==> src/rtl/core/modinv_pkg.sv <==
// ----------------------------------------------------------------------------
// modinv_pkg
// Shared widths, payload structs, status codes and state types for the
// modular inverse block.
// ----------------------------------------------------------------------------
`default_nettype none

package modinv_pkg;

  localparam int WIDTH = 32;
  localparam int KW    = $clog2(WIDTH);

  typedef enum logic [1:0] {
    STATUS_OK,
    STATUS_NOT_COPRIME,
    STATUS_MOD_ZERO
  } status_t;

  typedef struct packed {
    logic [WIDTH-1:0] modulus;
    logic [WIDTH-1:0] value;
  } req_t;

  typedef struct packed {
    logic [WIDTH-1:0] divisor;
    logic [WIDTH-1:0] inverse;
    status_t          status;
  } rsp_t;

  typedef enum logic [1:0] {
    DIV_IDLE,
    DIV_ALIGN,
    DIV_SUB
  } div_state_t;

  typedef enum logic [2:0] {
    ST_IDLE,
    ST_REDUCE,
    ST_CHECK,
    ST_STEP,
    ST_DONE
  } state_t;

endpackage

`default_nettype wire

==> src/rtl/core/modular_inverse.sv <==
// ----------------------------------------------------------------------------
// modular_inverse
// Extended Euclid modular inverse with gcd and status.
// ----------------------------------------------------------------------------
// Each request transaction carries a modulus and a value; the block returns
// one response with their gcd, the inverse of the value in 0..modulus-1 when
// the gcd is one, and a status (ok, not coprime, modulus zero). All work goes
// through one shift-subtract divider: first the reduction of the value by the
// modulus, then one division per Euclid step. A zero modulus skips the
// divider and goes straight to the response. The block takes no new request
// until the current one has been handed to the response register.
// ----------------------------------------------------------------------------
`default_nettype none

module modular_inverse
  import modinv_pkg::*;
(
  input  wire logic clk,
  input  wire logic rst,
  input  wire logic req_valid,
  output logic      req_ready,
  input  wire req_t req,
  output logic      rsp_valid,
  input  wire logic rsp_ready,
  output rsp_t      rsp
);

  state_t           state;
  state_t           state_next;
  logic [WIDTH-1:0] m;
  logic [WIDTH-1:0] a;
  logic [WIDTH-1:0] b;
  logic [WIDTH-1:0] c0;
  logic [WIDTH-1:0] c1;
  logic             neg0;
  logic             neg1;
  logic             mzero;

  logic             accept;
  logic             load_rsp;
  logic             div_start;
  logic [WIDTH-1:0] div_dividend;
  logic [WIDTH-1:0] div_divisor;
  logic             div_done;
  logic [WIDTH-1:0] div_rem;
  logic [WIDTH-1:0] div_acc;
  rsp_t             result;

  modinv_div u_div (
    .clk      (clk),
    .rst      (rst),
    .start    (div_start),
    .dividend (div_dividend),
    .divisor  (div_divisor),
    .base     (c0),
    .step     (c1),
    .done     (div_done),
    .rem      (div_rem),
    .acc      (div_acc)
  );

  assign accept = req_valid && req_ready;

  always_comb begin
    state_next = state;
    unique case (state)
      ST_IDLE: begin
        if (accept) state_next = (req.modulus == '0) ? ST_DONE : ST_REDUCE;
      end
      ST_REDUCE: if (div_done) state_next = ST_CHECK;
      ST_CHECK:  state_next = (b == '0) ? ST_DONE : ST_STEP;
      ST_STEP:   if (div_done) state_next = ST_CHECK;
      ST_DONE:   if (!rsp_valid || rsp_ready) state_next = ST_IDLE;
      default:   state_next = ST_IDLE;
    endcase
  end

  always_comb begin
    req_ready    = (state == ST_IDLE);
    load_rsp     = (state == ST_DONE) && (!rsp_valid || rsp_ready);
    div_start    = 1'b0;
    div_dividend = a;
    div_divisor  = b;
    unique case (state)
      ST_IDLE: begin
        // The first pass reduces the value modulo the modulus.
        div_start    = accept && (req.modulus != '0);
        div_dividend = req.value;
        div_divisor  = req.modulus;
      end
      ST_CHECK: div_start = (b != '0);
      default: ;
    endcase
  end

  always_comb begin
    result.divisor = a;
    result.inverse = '0;
    if (mzero) begin
      result.status = STATUS_MOD_ZERO;
    end else if (a != WIDTH'(1)) begin
      result.status = STATUS_NOT_COPRIME;
    end else begin
      result.status = STATUS_OK;
      if (m == WIDTH'(1)) begin
        result.inverse = '0;
      end else if (neg0 && (c0 != '0)) begin
        result.inverse = m - c0;
      end else begin
        result.inverse = c0;
      end
    end
  end

  always_ff @(posedge clk) begin
    if (rst) begin
      state     <= ST_IDLE;
      rsp_valid <= 1'b0;
    end else begin
      state <= state_next;
      if (load_rsp) begin
        rsp_valid <= 1'b1;
      end else if (rsp_ready) begin
        rsp_valid <= 1'b0;
      end
    end
  end

  always_ff @(posedge clk) begin
    if (load_rsp) begin
      rsp <= result;
    end
    unique case (state)
      ST_IDLE: begin
        if (accept) begin
          m     <= req.modulus;
          a     <= req.value;
          mzero <= (req.modulus == '0);
        end
      end
      ST_REDUCE: begin
        if (div_done) begin
          a    <= m;
          b    <= div_rem;
          c0   <= '0;
          neg0 <= 1'b0;
          c1   <= WIDTH'(1);
          neg1 <= 1'b0;
        end
      end
      ST_STEP: begin
        // Shift the remainder pair and the coefficient pair by one step.
        if (div_done) begin
          a    <= b;
          b    <= div_rem;
          c0   <= c1;
          neg0 <= neg1;
          c1   <= div_acc;
          neg1 <= !neg1;
        end
      end
      default: ;
    endcase
  end

endmodule

`default_nettype wire

==> src/rtl/core/modinv_div.sv <==
// ----------------------------------------------------------------------------
// modinv_div
// Shift-subtract divider with a coefficient accumulator. Produces the
// remainder of dividend / divisor and base + quotient * step, one quotient
// bit per cycle after aligning the divisor under the dividend.
// ----------------------------------------------------------------------------
`default_nettype none

module modinv_div
  import modinv_pkg::*;
(
  input  wire logic             clk,
  input  wire logic             rst,
  input  wire logic             start,
  input  wire logic [WIDTH-1:0] dividend,
  input  wire logic [WIDTH-1:0] divisor,
  input  wire logic [WIDTH-1:0] base,
  input  wire logic [WIDTH-1:0] step,
  output logic                  done,
  output logic [WIDTH-1:0]      rem,
  output logic [WIDTH-1:0]      acc
);

  div_state_t       state;
  div_state_t       state_next;
  logic [WIDTH-1:0] dvs;
  logic [WIDTH-1:0] cs;
  logic [KW-1:0]    k;
  logic [WIDTH-1:0] dvs_shl;
  logic             can_shift;
  logic             can_sub;
  logic             last_bit;

  assign dvs_shl  = {dvs[WIDTH-2:0], 1'b0};
  // Stop aligning once another doubling would pass the dividend or overflow.
  assign can_shift = !dvs[WIDTH-1] && (dvs_shl <= rem);
  assign can_sub   = (rem >= dvs);

  always_comb begin
    state_next = state;
    unique case (state)
      DIV_IDLE:  if (start) state_next = DIV_ALIGN;
      DIV_ALIGN: if (!can_shift) state_next = DIV_SUB;
      DIV_SUB:   if (k == '0) state_next = DIV_IDLE;
      default:   state_next = DIV_IDLE;
    endcase
  end

  always_comb begin
    last_bit = (state == DIV_SUB) && (k == '0);
  end

  always_ff @(posedge clk) begin
    if (rst) begin
      state <= DIV_IDLE;
      done  <= 1'b0;
    end else begin
      state <= state_next;
      done  <= last_bit;
    end
  end

  always_ff @(posedge clk) begin
    unique case (state)
      DIV_IDLE: begin
        if (start) begin
          rem <= dividend;
          dvs <= divisor;
          acc <= base;
          cs  <= step;
          k   <= '0;
        end
      end
      DIV_ALIGN: begin
        if (can_shift) begin
          dvs <= dvs_shl;
          cs  <= {cs[WIDTH-2:0], 1'b0};
          k   <= k + 1'b1;
        end
      end
      DIV_SUB: begin
        if (can_sub) begin
          rem <= rem - dvs;
          acc <= acc + cs;
        end
        if (k != '0) begin
          dvs <= {1'b0, dvs[WIDTH-1:1]};
          cs  <= {1'b0, cs[WIDTH-1:1]};
          k   <= k - 1'b1;
        end
      end
      default: ;
    endcase
  end

endmodule

`default_nettype wire
==> config.mk <==
export PLATFORM = sky130hd
export DESIGN_NAME = modular_inverse
export DESIGN_NICKNAME = d
export VERILOG_FILES = /design/src/rtl/core/modinv_pkg.sv /design/src/rtl/core/modular_inverse.sv /design/src/rtl/core/modinv_div.sv
export SDC_FILE = /design/constraint.sdc
export NUM_CORES = 1
export LEC_CHECK = 0
export BUFFER_PORTS_ARGS = -buffer_cell sky130_fd_sc_hd__buf_2
export CORE_ASPECT_RATIO = 1.25
export CORE_MARGIN = 5
export CORE_UTILIZATION = 40
export DETAILED_ROUTE_END_ITERATION = 10
export PLACE_DENSITY = 0.62
export SLEW_MARGIN = 10
export SYNTH_ARGS = -nofsm -noshare
export SYNTH_HDL_FRONTEND = slang
export SYNTH_HIERARCHICAL = 1
export SYNTH_SLANG_ARGS = --single-unit
==> constraint.sdc <==
create_clock -name clk -period 4 [get_ports clk]
set_input_delay 0.4 -clock clk [delete_from_list [all_inputs] [get_ports clk]]
set_output_delay 0.4 -clock clk [all_outputs]
set_load 0.05 [all_outputs]
Yosys cells after proc, flatten, opt, wreduce, memory -nomap -nowiden
Cells that the tools add are included.

Flip-flop bits (word level): 369. Bits of input ports: 68. Output and inout bits: 68. Word-level logic and storage cells: 130.

Add/subtract/negate cells: 5. $lt $le $gt $ge: 2. Equal/unequal tests: 19. Multiplexer cells: 50. Reduce and logical (&&, ||, !) cells: 34.

Operators by type and width (count): 32-bit 2-to-1 mux (20); 32-bit one-hot mux with 3 select lines (3); 32-bit one-hot mux with 2 select lines (4); 32-bit nonzero test (3); 32-bit zero test (2); 32-bit subtractor (2); 32-bit adder (1); 32-bit by 1-bit equality test with 1-bit output, second input constant (1); 32-bit greater-or-equal comparator (1); 32-bit less-or-equal comparator (1); 32-bit by 1-bit inequality test with 1-bit output, second input constant (1); 3-bit 2-to-1 mux (5); 5-bit 2-to-1 mux (3); 5-bit one-hot mux with 3 select lines (1); 2-bit by 1-bit inequality test with 1-bit output, second input constant (6); 3-bit one-hot mux with 4 select lines (1); 3-bit AND reduction (4); 2-bit inequality test, second input constant (5); 4-bit AND reduction (2); 3-bit by 2-bit equality test with 1-bit output, second input constant (2); 1-bit logical AND (6); 1-bit 2-to-1 mux (6); 2-bit 2-to-1 mux (3); 1-bit one-hot mux with 2 select lines (3); other kinds (18) (24).

Depth between registers and ports, before layout
Gate-level depths: netlist of the first run.

Word-level depth: 6. Gate-level depth with buffers: 14.

Cells and area by module
Netlist of the first run, hierarchy kept.

Modules (own cells, without submodules): modular_inverse (instances 1, cells each 923, area each 11402.2 µm²); modinv_div (instances 1, cells each 1114, area each 10576.4 µm²).

Worst setup path after synthesis of the first run
No wires, ideal clock.

Path type: register -> register. Start: reg u_div.dvs[20]. End: reg u_div.cs[0], enable pin. Setup time: 435 ps. Arrival time: 3330 ps. Setup slack: 235 ps. Stages on the path, launching flop included: 10. Buffers on the path: 0. Period minus slack after synthesis: 3765 ps. Path through: edfxtp_1 > ha_1 > a21o_1 > a21o_1 > a21oi_1 > nor3_1 > nor3_1 > a22oi_1 > o21ai_0 > and4b_1.

Cells in the longest elaborated chain, start to end: 4.

RTL lines: start: declaration (line modinv_div.sv:26) `logic [WIDTH-1:0] dvs;`; start signal: assignment (line modinv_div.sv:68) `dvs <= divisor;`; start signal: assignment (line modinv_div.sv:76) `dvs <= dvs_shl;`; start signal: assignment (line modinv_div.sv:87) `dvs <= {1'b0, dvs[WIDTH-1:1]};`; 32-bit less-or-equal comparator (line modinv_div.sv:36) `assign can_shift = !dvs[WIDTH-1] && (dvs_shl <= rem);`; 1-bit logical AND (line modinv_div.sv:36); 2-bit by 1-bit inequality test with 1-bit output (no line); 4-bit AND reduction (no line); end signal: assignment (line modinv_div.sv:70) `cs <= step;`; end signal: assignment (line modinv_div.sv:77) `cs <= {cs[WIDTH-2:0], 1'b0};`; end signal: assignment (line modinv_div.sv:88) `cs <= {1'b0, cs[WIDTH-1:1]};`; end: declaration (line modinv_div.sv:27) `logic [WIDTH-1:0] cs;`.

No other way between the ends. A chain may end at the register's enable or synchronous reset.

Worst setup path in the final report of the first run
Start: reg c0[0]. End: reg rsp[32] in the netlist's numbering, data pin.

Cells in the longest elaborated chain, start to end: 3. Elaborated cells on any way between the ends: 4.

RTL lines: start: declaration (line modular_inverse.sv:33) `logic [WIDTH-1:0] c0;`; start signal: assignment (line modular_inverse.sv:145) `c0 <= '0;`; start signal: assignment (line modular_inverse.sv:156) `c0 <= c1;`; parallel branches: the longest is 2 deep, another holds 32-bit subtractor; 32-bit 2-to-1 mux (*) (line modular_inverse.sv:107) `end else if (neg0 && (c0 != '0)) begin`; end signal: assignment (line modular_inverse.sv:131) `rsp <= result;`; end: declaration (line modular_inverse.sv:25) `output rsp_t rsp`.

Every way passes the cells marked *.

==> impl_metrics.tcl, run 1 <==
set metrics [dict create \
    finalCriticalPeriod_ns 3.632 \
    root_buffer "clkbuf_16" \
    crit_path_start_kind "register" \
    syn_area_mm2 0.02198 \
    p_comb_share_pct 47.9 \
    hpwl_um 47410 \
    drc 0 \
    synth_fp_nets 2243 \
    ant_nets 0 \
    stdcell_count 2905 \
    rr_endpoint "rsp[32]$_SDFFCE_PP0P_" \
    critPathKind "register to register" \
    placement.io_buffers 135 \
    path_common_cell "a21oi_1" \
    h-tree-depth 2 \
    die_h_um 272.1 \
    cp_cell_sequence "ha_1 -> fa_1 -> nor2b_1 -> o21a_1 -> o21ai_1 -> a21oi_1 -> a41o_1 -> a21oi_1 -> o41ai_1 -> a221oi_1 -> xnor2_1 -> nand2_1 -> a21oi_1" \
    synth_cell_types 82 \
    core-area_mm2 0.05465 \
    drt_first_pass_iters 7 \
    relSlewSlack_pct 29.53 \
    status "finished clean" \
    ir_drop_mv 0.5095 \
    arrival_ns 3.92 \
    synthXorXnorAreaFrac_pct 2.949 \
    cp_num_buf_inv 0 \
    power.share.sequential_pct 33.0 \
    final_max_slew_viol_count 0 \
    crit_end "rsp[32]$_SDFFCE_PP0P_" \
    grt_pass1_vias 16670 \
    synth_compound_area_share_pct 15.51 \
    antenna_found_initial 1 \
    rows 96 \
    diodes 0 \
    num_vias 16750 \
    ys_warn_count 6 \
    drt_iter0_markers 1295 \
    cts-resized-gates 0 \
    synth_top_family_by_area "compound AO/OA/AOI/OAI gates" \
    grt_usage_pct 21.25 \
    worst_slew_pin_slew_ns 1.057 \
    clk_pin_slew_worst_paths_ns 0.06 \
    grt_max_degree 100 \
    synth_simple_gate_area_share_pct 12.39 \
    initial_utilization_pct 40.22 \
    synth_fa_ha_area_share_pct 7.993 \
    drive_gt1_share_pct 16.31 \
    holdBufCountCts 0 \
    setup_viol 0 \
    path_max_fanout 4 \
    synth_edf_count 362 \
    reg2reg_slack_ns 0.37 \
    cts.path.max_buffers 3 \
    cts_tree "built" \
    internal_power_mw 11.40 \
    place_inst 2835 \
    numCtsBuffers 40 \
    fillers 5045 \
    clock-sinks 369 \
    ios 136 \
    grt-ovfl-total 0 \
    syn2layout_area_growth_pct 12.66 \
    synth_async_sr_flop_share_pct 0 \
    crit_path_end_kind "register" \
    syn_area_per_cell_um2 10.79 \
    crit_start "c0[0]$_SDFFCE_PP0P_" \
    crit_slowest_cell "o41ai_1" \
    clock_power_share_pct 19.1 \
    cp_num_cells 13 \
    finClkSkew_ns 0.03043 \
    finalPower_mw 19.49 \
    wl_per_cell_um 22.44 \
    die-area_mm2 0.05976 \
    worstReg2RegStart "c0[0]$_SDFFCE_PP0P_" \
    hp-class "input pin to register" \
    syn_inst 2037 \
    yosysSeqAreaShare_pct 50.10 \
    cp.required_ns 4.29 \
    swShare_pct 41.48 \
    slowest_delay_ns 0.65 \
    powerDensity_mw_per_mm2 787.0 \
    avgViaCountPerCell 5.765 \
    routabilityCongestion 0.9586 \
    fmax_mhz 275.3 \
    grt_pass1_wl_um 98930 \
    synth_seq_cells 369 \
    rsz0062_at_grt "no" \
    synth_mux_area_share_pct 7.065 \
    p_sw_mw 8.084 \
    synthFlopType "edfxtp_1" \
    reg2reg_depth 13 \
    critPathTopFamily "compound AO/OA/AOI/OAI gates" \
    post-route-period-util_pct 90.79 \
    clk_latency_ns 0.58 \
    fin_nets 2348 \
    cts_setup_buffers 0 \
    finalSetupTns_ns 0 \
    p_leak_nw 9.929 \
    drv_cap 0 \
    routed_wirelength_um 65180 \
    hold_viol 0 \
    die_w_um 219.7 \
]
per-layer routing:
| layer | vias to the layer above | GRT usage, % | wire length [µm] |
|---|---|---|---|
| met5 | - | 0 | 13 |
| li1 | 7845 | - | - |
| met1 | 8259 | 27.75 | 27230 |
| met3 | 99 | 2.312 | 3489 |
| met2 | 542 | 37.13 | 32520 |
| met4 | 2 | 6.522 | 1928 |
metrics by stage:
step	setup WS, ns	area, µm²	util [%]	hold slack (ns)
5_1_grt	0.1258	24760	45.31	0.03420
4_1_cts	0.3948	24760	45.31	0.01048
3_3_place_gp	0.5105	23510	43.01	0.4534
6_report	0.3683	24760	45.31	0.04514
2_1_floorplan	0.2347	21980	-	0.4372
3_5_place_dp	0.4332	23510	43.01	0.4651
cell usage in the layout, fill, tap and decap left out, types with 18 or more instances in the layout:
| master | n |
|---|---|
| and3_1 | 72 |
| mux2_2 | 104 |
| xnor2_1 | 47 |
| mux2i_1 | 34 |
| edfxtp_1 | 362 |
| nand2_1 | 100 |
| xor2_1 | 27 |
| nor2b_1 | 18 |
| buf_4 | 20 |
| nand4_1 | 32 |
| nor4_1 | 41 |
| clkbuf_16 | 41 |
| a21oi_1 | 211 |
| a22oi_1 | 61 |
| nand3_1 | 25 |
| ha_1 | 131 |
| inv_1 | 136 |
| nor3_1 | 23 |
| buf_2 | 135 |
| o21ai_0 | 58 |
| a21o_1 | 58 |
| nor2_1 | 193 |
layout make-up:
cell class,instances,area (µm²),area share (%)
multi-input combinational,1435,10150,41.00
inverter,137,514.2,2.077
tap,735,919.6,3.714
sequential,369,11010,44.48
timing repair buffer,159,905.9,3.658
clock buffer,50,1060,4.280
clock inverter,20,195.2,0.7883
Yosys cell counts, types with 25 or more instances:
cell type | count | area (µm²)
mux2i_1 | 34 | 340.3
o21ai_0 | 58 | 290.3
clkbuf_1 | 88 | 330.3
and3_1 | 73 | 456.7
ha_1 | 134 | 1677
nor2_1 | 193 | 724.4
xor2_1 | 27 | 236.5
xnor2_1 | 47 | 411.6
edfxtp_1 | 362 | 10870
nor4_1 | 41 | 256.5
mux2_2 | 104 | 1171
inv_1 | 136 | 510.5
nand4_1 | 32 | 200.2
nand2_1 | 100 | 375.4
a21oi_1 | 211 | 1056
nand3_1 | 25 | 125.1
a22oi_1 | 61 | 457.9
a21o_1 | 59 | 442.9
worst min-delay path by stage:
stage	from	endpoint	slack (ns)	cells after the start
floorplan	a[0]$_DFFE_PP_	rsp[34]$_DFFE_PP_	0.44	0
global placement	u_div/rem[0]$_DFFE_PP_	b[0]$_DFFE_PP_	0.45	0
detailed placement	a[12]$_DFFE_PP_	rsp[46]$_DFFE_PP_	0.47	0
CTS	req[46]	m[14]$_DFFE_PP_	0.01	1
global route	req[46]	m[14]$_DFFE_PP_	0.03	1
finish	req[46]	m[14]$_DFFE_PP_	0.05	1
state kept, by name (all words and copies together) (netlist names):
name         count
neg0             1
rsp_valid        1
u_div/rem       32
neg1             1
a               32
c0              32
m               32
rsp             66
u_div/dvs       32
u_div/done       1
state            3
u_div/k          5
c1              32
mzero            1
u_div/cs        32
b               32
u_div/acc       32
u_div/state      2
cells by family (layout without fill, tap and decap cells):
logic type      count (synthesis)  in the layout
flops                         369            369
xor+xnor                       74             74
simple gates                  558            558
compound gates                524            524
fa+ha+maj                     138            138
mux                           141            141
buf+inv                       233            366
power by group through the flow:
| stage | Combinational, mW | Clock [mW] | Sequential [mW] |
|---|---|---|---|
| after CTS | 9.25 | 3.79 | 6.42 |
| after detailed placement | 9.19 | 0 | 6.49 |
| final | 9.34 | 3.72 | 6.43 |
| after global routing | 10.2 | 3.93 | 6.53 |
| after global placement | 9.03 | 0 | 6.48 |
| after floorplan | 6.85 | 0 | 6.19 |
Power figures use the tool's default switching activity.
==> inputs of run 2 (changes only) <==
Settings changed: ABC_AREA set to 1, CORE_UTILIZATION 40 to 50, PLACE_DENSITY 0.62 to 0.73, RECOVER_POWER set to 25.
==> impl_metrics.tcl, run 2 <==
set metrics [dict create \
    synth_most_common_cell "nand2_1" \
    ios 136 \
    grt_pass1_wl_um 113400 \
    path_max_fanout 48 \
    synthXorXnorAreaFrac_pct 1.711 \
    syn_area_mm2 0.02354 \
    crit_path_start_kind "register" \
    core-area_mm2 0.04688 \
    cp_cell_sequence "inv_1 -> nor2_1 -> inv_1 -> nor2_4 -> inv_2 -> o221ai_1" \
    arrival_ns 3.86 \
    critPathKind "register to register" \
    final_max_slew_viol_count 47 \
    grt-ovfl-total 0 \
    antenna_found_initial 1 \
    drc 0 \
    place_ws_ns 0.9712 \
    crit_path_end_kind "register" \
    clock-sinks 369 \
    worstReg2RegStart "state[0]$_SDFFE_PP0P_" \
    synth_area_leader_cell "edfxtp_1" \
    avgViaCountPerCell 5.616 \
    synth_fa_ha_area_share_pct 7.463 \
    path_common_cell "inv_1" \
    h-tree-depth 2 \
    rows 89 \
    fin_ws_ns 0.4736 \
    largest_register "rsp" \
    finClkSkew_ns 0.02851 \
    diodes 0 \
    clock_power_share_pct 16.8 \
    failed_checks "max-capacitance violations, max-slew violations" \
    internal_power_mw 10.88 \
    drv_cap 2 \
    drt_iter0_markers 2278 \
    grt_usage_pct 28.56 \
    clk_pin_slew_worst_paths_ns 0.06 \
    synth_seq_cells 369 \
    fin_nets 3169 \
    hpwl_um 58330 \
    synth_top_area_share_pct 46.18 \
    yosysSeqAreaShare_pct 46.77 \
    rsz0062_at_grt "no" \
    netlist_top_cells_area "edfxtp_1, nand2_1, inv_1, ha_1, nor2_1" \
    synthFlopType "edfxtp_1" \
    placed_area_mm2 0.02502 \
    grt_max_degree 90 \
    powerDensity_mw_per_mm2 775.6 \
    relSlewSlack_pct -94.97 \
    fillers 4341 \
    root_buffer "clkbuf_16" \
    finalCriticalPeriod_ns 3.526 \
    syn_area_per_cell_um2 8.309 \
    crit_slowest_cell "inv_1" \
    synth_top_family_by_area "simple AND/OR/NAND/NOR gates" \
    initial_utilization_pct 50.21 \
    fin_area_mm2 0.02599 \
    fmax_mhz 283.6 \
    drt_first_pass_iters 7 \
    die_h_um 252.6 \
    synth_edf_count 362 \
    slowest_delay_ns 0.83 \
    worst_slew_pin_slew_ns 2.898 \
    finalPower_mw 20.16 \
    mostFrequentLayoutCell "nand2_1" \
    syn2layout_area_growth_pct 10.41 \
    clk_latency_ns 0.57 \
    ys_warn_count 6 \
    drive_gt1_share_pct 6.618 \
    wl_per_cell_um 20.78 \
    swShare_pct 46.01 \
    finalSetupTns_ns 0 \
    p_sw_mw 9.274 \
    numCtsBuffers 38 \
    cp.required_ns 4.33 \
    placement.io_buffers 135 \
    grt_pass1_vias 19920 \
    synth_mux_area_share_pct 0 \
    synth_async_sr_flop_share_pct 0 \
    die-area_mm2 0.05155 \
    largest_reg_flops 66 \
    power.share.sequential_pct 30.9 \
    cts_setup_buffers 0 \
    min_from "req[41]" \
    synthTopCellsByCount "nand2_1, inv_1, edfxtp_1, nor2_1, a21oi_1" \
    place_inst 3560 \
    cts_tree "built" \
    p_comb_share_pct 52.3 \
    cts-resized-gates 0 \
    stdcell_count 3629 \
    p_leak_nw 11.77 \
    crit_start "state[0]$_SDFFE_PP0P_" \
    hold_viol 0 \
    hp-class "input pin to register" \
    cts.path.max_buffers 3 \
    syn_inst 2833 \
    ant_nets 0 \
    synth_simple_gate_area_share_pct 21.29 \
    status "complete, but fails checks" \
    holdBufCountCts 0 \
    post-route-period-util_pct 88.16 \
    routed_wirelength_um 75420 \
    synth_cell_types 53 \
    die_w_um 204.1 \
    routabilityCongestion 0.9957 \
    synth_fp_nets 3039 \
    final_cell_mix "nand2_1, inv_1, edfxtp_1" \
    setup_viol 0 \
    num_vias 20380 \
    ir_drop_mv 0.4587 \
    synth_compound_area_share_pct 12.78 \
]
==> run 2: cell types whose count changed in the layout (fill, tap and decap cells not counted), sizes merged, moves of 49 or more <==
cell,change
a21o,-49
a21oi,-51
a22oi,-61
and3,-72
buf,-98
clkbuf,+100
inv,+407
mux2,-107
nand2,+624
nand3,+92
nor2,+53
o21ai,+112
o221ai,+82
==> run 2: metal layers <==
layer	GRT usage [%]	up-vias	routed length, µm
met4	13.58	0	4042
met1	37.32	9546	30260
li1	-	9682	-
met5	0	-	0
met2	46.88	969	34760
met3	4.402	182	6363
==> run 2: cell families after synthesis <==
logic type               Yosys count
buffers and inverters            613
XOR/XNOR                          46
AO/OA/AOI/OAI                    479
adder cells (fa/ha/maj)          138
flip-flops                       369
AND/OR/NAND/NOR                 1188
==> run 2: worst paths after layout <==
check                            to  slack [ns]  depth (start not counted)
setup / recovery    a[15]$_DFFE_PP_        0.47                          6
hold reg to reg   rsp[53]$_DFFE_PP_        0.45                          0
setup reg to reg    a[15]$_DFFE_PP_        0.47                          6
hold / removal       m[9]$_DFFE_PP_        0.06                          1
==> run 2: critical path, delay by kind of cell (launching register included) <==
kind                   cells  cell delay (ns)
AOI/OAI and AO/OA          1             0.52
buffers and inverters      3             1.38
DFF                        1             0.40
and+or+nand+nor            2             0.95
==> run 2: per-stage QoR <==
step / util, % / hold WS [ns]
floorplan: - / 0.4264
global placement: 53.37 / 0.4317
detailed placement: 53.37 / 0.4329
CTS: 55.80 / 0.01736
global route: 55.44 / 0.06915
finish: 55.44 / 0.05960
==> run 2: final cells by class <==
type                    instances  area, µm²  area share, %
repair buffers                161      793.3          3.052
multi-input cells            1851      10210          39.30
clock inverters                19      122.6         0.4718
well taps                     637      797.0          3.067
clock buffers                  50       1017          3.914
flip-flops and latches        369      11010          42.36
inverters                     542       2034          7.828
==> run 2: power by group through the flow <==
stage | Sequential [mW] | Combinational [mW] | Clock (mW)
after floorplan | 6.07 | 7.44 | 0
after global placement | 6.24 | 10.1 | 0
after detailed placement | 6.29 | 10.3 | 0
after CTS | 6.22 | 10.4 | 3.45
after global routing | 6.31 | 11.6 | 3.59
final | 6.23 | 10.5 | 3.39
==> inputs of run 3 (changes only) <==
Settings changed: SYNTH_HIERARCHICAL 1 to not set.
==> impl_metrics.tcl, run 3 <==
set metrics [dict create \
    ios 136 \
    post-route-period-util_pct 77.57 \
    die-area_mm2 0.04942 \
    worst_slew_pin_slew_ns 2.444 \
    cts_tree "built" \
    cp.required_ns 4.11 \
    syn_area_per_cell_um2 8.857 \
    clk_latency_ns 0.56 \
    drt_first_pass_iters 5 \
    synth_top_area_share_pct 48.26 \
    synth_async_sr_flop_share_pct 0 \
    path_max_fanout 35 \
    arrival_ns 3.21 \
    synth_area_leader_cell "edfxtp_1" \
    cts.path.max_buffers 3 \
    clock-sinks 369 \
    ant_nets 0 \
    drc 0 \
    p_sw_mw 9.575 \
    internal_power_mw 11.02 \
    ff_latch_area_mm2 0.01101 \
    hp-class "input pin to register" \
    syn_inst 2543 \
    hpwl_um 58200 \
    reg2reg_slack_ns 0.90 \
    multi_input_comb_area_mm2 0.009768 \
    antenna_found_initial 0 \
    synth_cell_types 53 \
    rr_endpoint "rsp[29]$_SDFFCE_PP0P_" \
    synth_most_common_cell "nand2_1" \
    largest_register "rsp" \
    fin_nets 2882 \
    final_max_slew_viol_count 69 \
    status "complete, but fails checks" \
    reg2reg_depth 3 \
    placement.io_buffers 135 \
    avgViaCountPerCell 6.024 \
    syn_area_mm2 0.02252 \
    min_from "rst" \
    p_comb_share_pct 51.2 \
    synth_seq_cells 369 \
    rows 87 \
    p_leak_nw 10.54 \
    placed_area_mm2 0.02396 \
    holdBufCountCts 0 \
    routabilityCongestion 1.008 \
    grt_usage_pct 30.58 \
    ir_drop_mv 0.4473 \
    finalSetupTns_ns 0 \
    failed_checks "max-capacitance violations, max-slew violations" \
    clk_pin_slew_worst_paths_ns 0.06 \
    whs_path_depth 2 \
    drv_cap 2 \
    powerDensity_mw_per_mm2 820.2 \
    critPathKind "register to register" \
    crit_path_start_kind "register" \
    mostFrequentLayoutCell "nand2_1" \
    die_h_um 247.3 \
    die_w_um 199.8 \
    synthTopCellsByCount "nand2_1, inv_1, edfxtp_1, nor2_1, a21oi_1" \
    drive_gt1_share_pct 7.138 \
    grt-ovfl-total 0 \
    ys_warn_count 0 \
    h-tree-depth 2 \
    synth_edf_count 362 \
    wl_per_cell_um 23.51 \
    fmax_mhz 322.3 \
    syn2layout_area_growth_pct 11.48 \
    clock_power_share_pct 18.3 \
    final_cell_mix "nand2_1, inv_1, edfxtp_1" \
    worstReg2RegStart "state[2]$_SDFFE_PP0P_" \
    numCtsBuffers 40 \
    num_vias 19770 \
    drt_iter0_markers 1950 \
    swShare_pct 46.49 \
    setup_viol 0 \
    finalCriticalPeriod_ns 3.103 \
    synth_fp_nets 2749 \
    initial_utilization_pct 50.22 \
    min_to "u_div.done$_SDFF_PP0_" \
    fin_area_mm2 0.02511 \
    grt_max_degree 67 \
    rsz0062_at_grt "no" \
    grt_pass1_wl_um 115100 \
    finClkSkew_ns 0.02904 \
    cts_setup_buffers 0 \
    cts-resized-gates 0 \
    diodes 0 \
    grt_pass1_vias 19840 \
    largest_reg_flops 66 \
    hold_viol 0 \
    core-area_mm2 0.04485 \
    routed_wirelength_um 77150 \
    yosysSeqAreaShare_pct 48.88 \
    netlist_top_cells_area "edfxtp_1, ha_1, nand2_1, inv_1, a21oi_1" \
    crit_path_end_kind "register" \
    root_buffer "clkbuf_16" \
    power.share.sequential_pct 30.5 \
    synthFlopType "edfxtp_1" \
    relSlewSlack_pct -62.95 \
    fillers 4180 \
]
## run 3: cell types whose count changed after synthesis, sizes merged, moves of 20 or more
cell	change
nand3	-25
nor2	+20
a21oi	+53
inv	-139
nand2	-282
o21ai	+31
## run 3: how the worst max path moves through the flow
stage	startpoint	to	slack (ns)	depth (start not counted)
after floorplan	state[0]$_SDFFE_PP0P_	u_div.cs[0]$_DFFE_PP_	0.10	7
after global placement	u_div.dvs[0]$_DFFE_PP_	u_div.acc[7]$_DFFE_PP_	1.07	8
after detailed placement	u_div.dvs[0]$_DFFE_PP_	u_div.acc[6]$_DFFE_PP_	1.05	8
after CTS	state[0]$_SDFFE_PP0P_	req_ready	0.93	5
after global routing	state[2]$_SDFFE_PP0P_	rsp[30]$_SDFFCE_PP0P_	0.68	3
final	state[2]$_SDFFE_PP0P_	rsp[29]$_SDFFCE_PP0P_	0.90	3
## run 3: stage by stage
step	utilization [%]	std cells	power, mW	worst slack [ns]	hold WS [ns]
floorplan	-	2543	13.31	0.1037	0.4264
global placement	53.42	3212	16.52	1.069	0.4420
detailed placement	53.42	3212	16.66	1.049	0.4453
CTS	56.31	3282	20.44	0.9269	0.04551
global route	55.99	3282	21.86	0.6809	0.08688
finish	55.99	3282	20.60	0.8971	0.09590
## run 3: power groups by stage
stage / Clock [mW] / Sequential, mW / Combinational [mW]
2_1_floorplan: 0 / 6.10 / 7.21
3_3_place_gp: 0 / 6.27 / 10.2
3_5_place_dp: 0 / 6.31 / 10.3
4_1_cts: 3.79 / 6.26 / 10.4
5_1_grt: 3.95 / 6.35 / 11.6
6_report: 3.76 / 6.28 / 10.6
## run 3: cell type report
cell class,instances,area share (%)
clock buffers,46,4.245
clock inverters,24,0.9168
inverters,405,6.059
multi-input cells,1699,38.90
flip-flops and latches,369,43.85
well taps,578,2.880
repair buffers,161,3.149
## run 3: cell families after synthesis
logic type	share of synthesized area [%]
compound gates	16.39
xor+xnor	1.439
fa+ha+maj	7.799
buf+inv	8.116
flops	48.88
simple gates	17.38
## run 3: critical path, cell delays in order (launching register included)
cell,delay (ns)
dfxtp_1,0.35
inv_1,0.09
nor4_1,0.40
clkbuf_1,1.77
## run 3: per-layer routing
metal / routed length, µm / up-vias / GRT usage [%]
li1: - / 9112 / -
met1: 29010 / 9439 / 37.12
met2: 38070 / 963 / 53.39
met3: 5342 / 258 / 3.829
met4: 4721 / 0 / 15.37
met5: 0 / - / 0
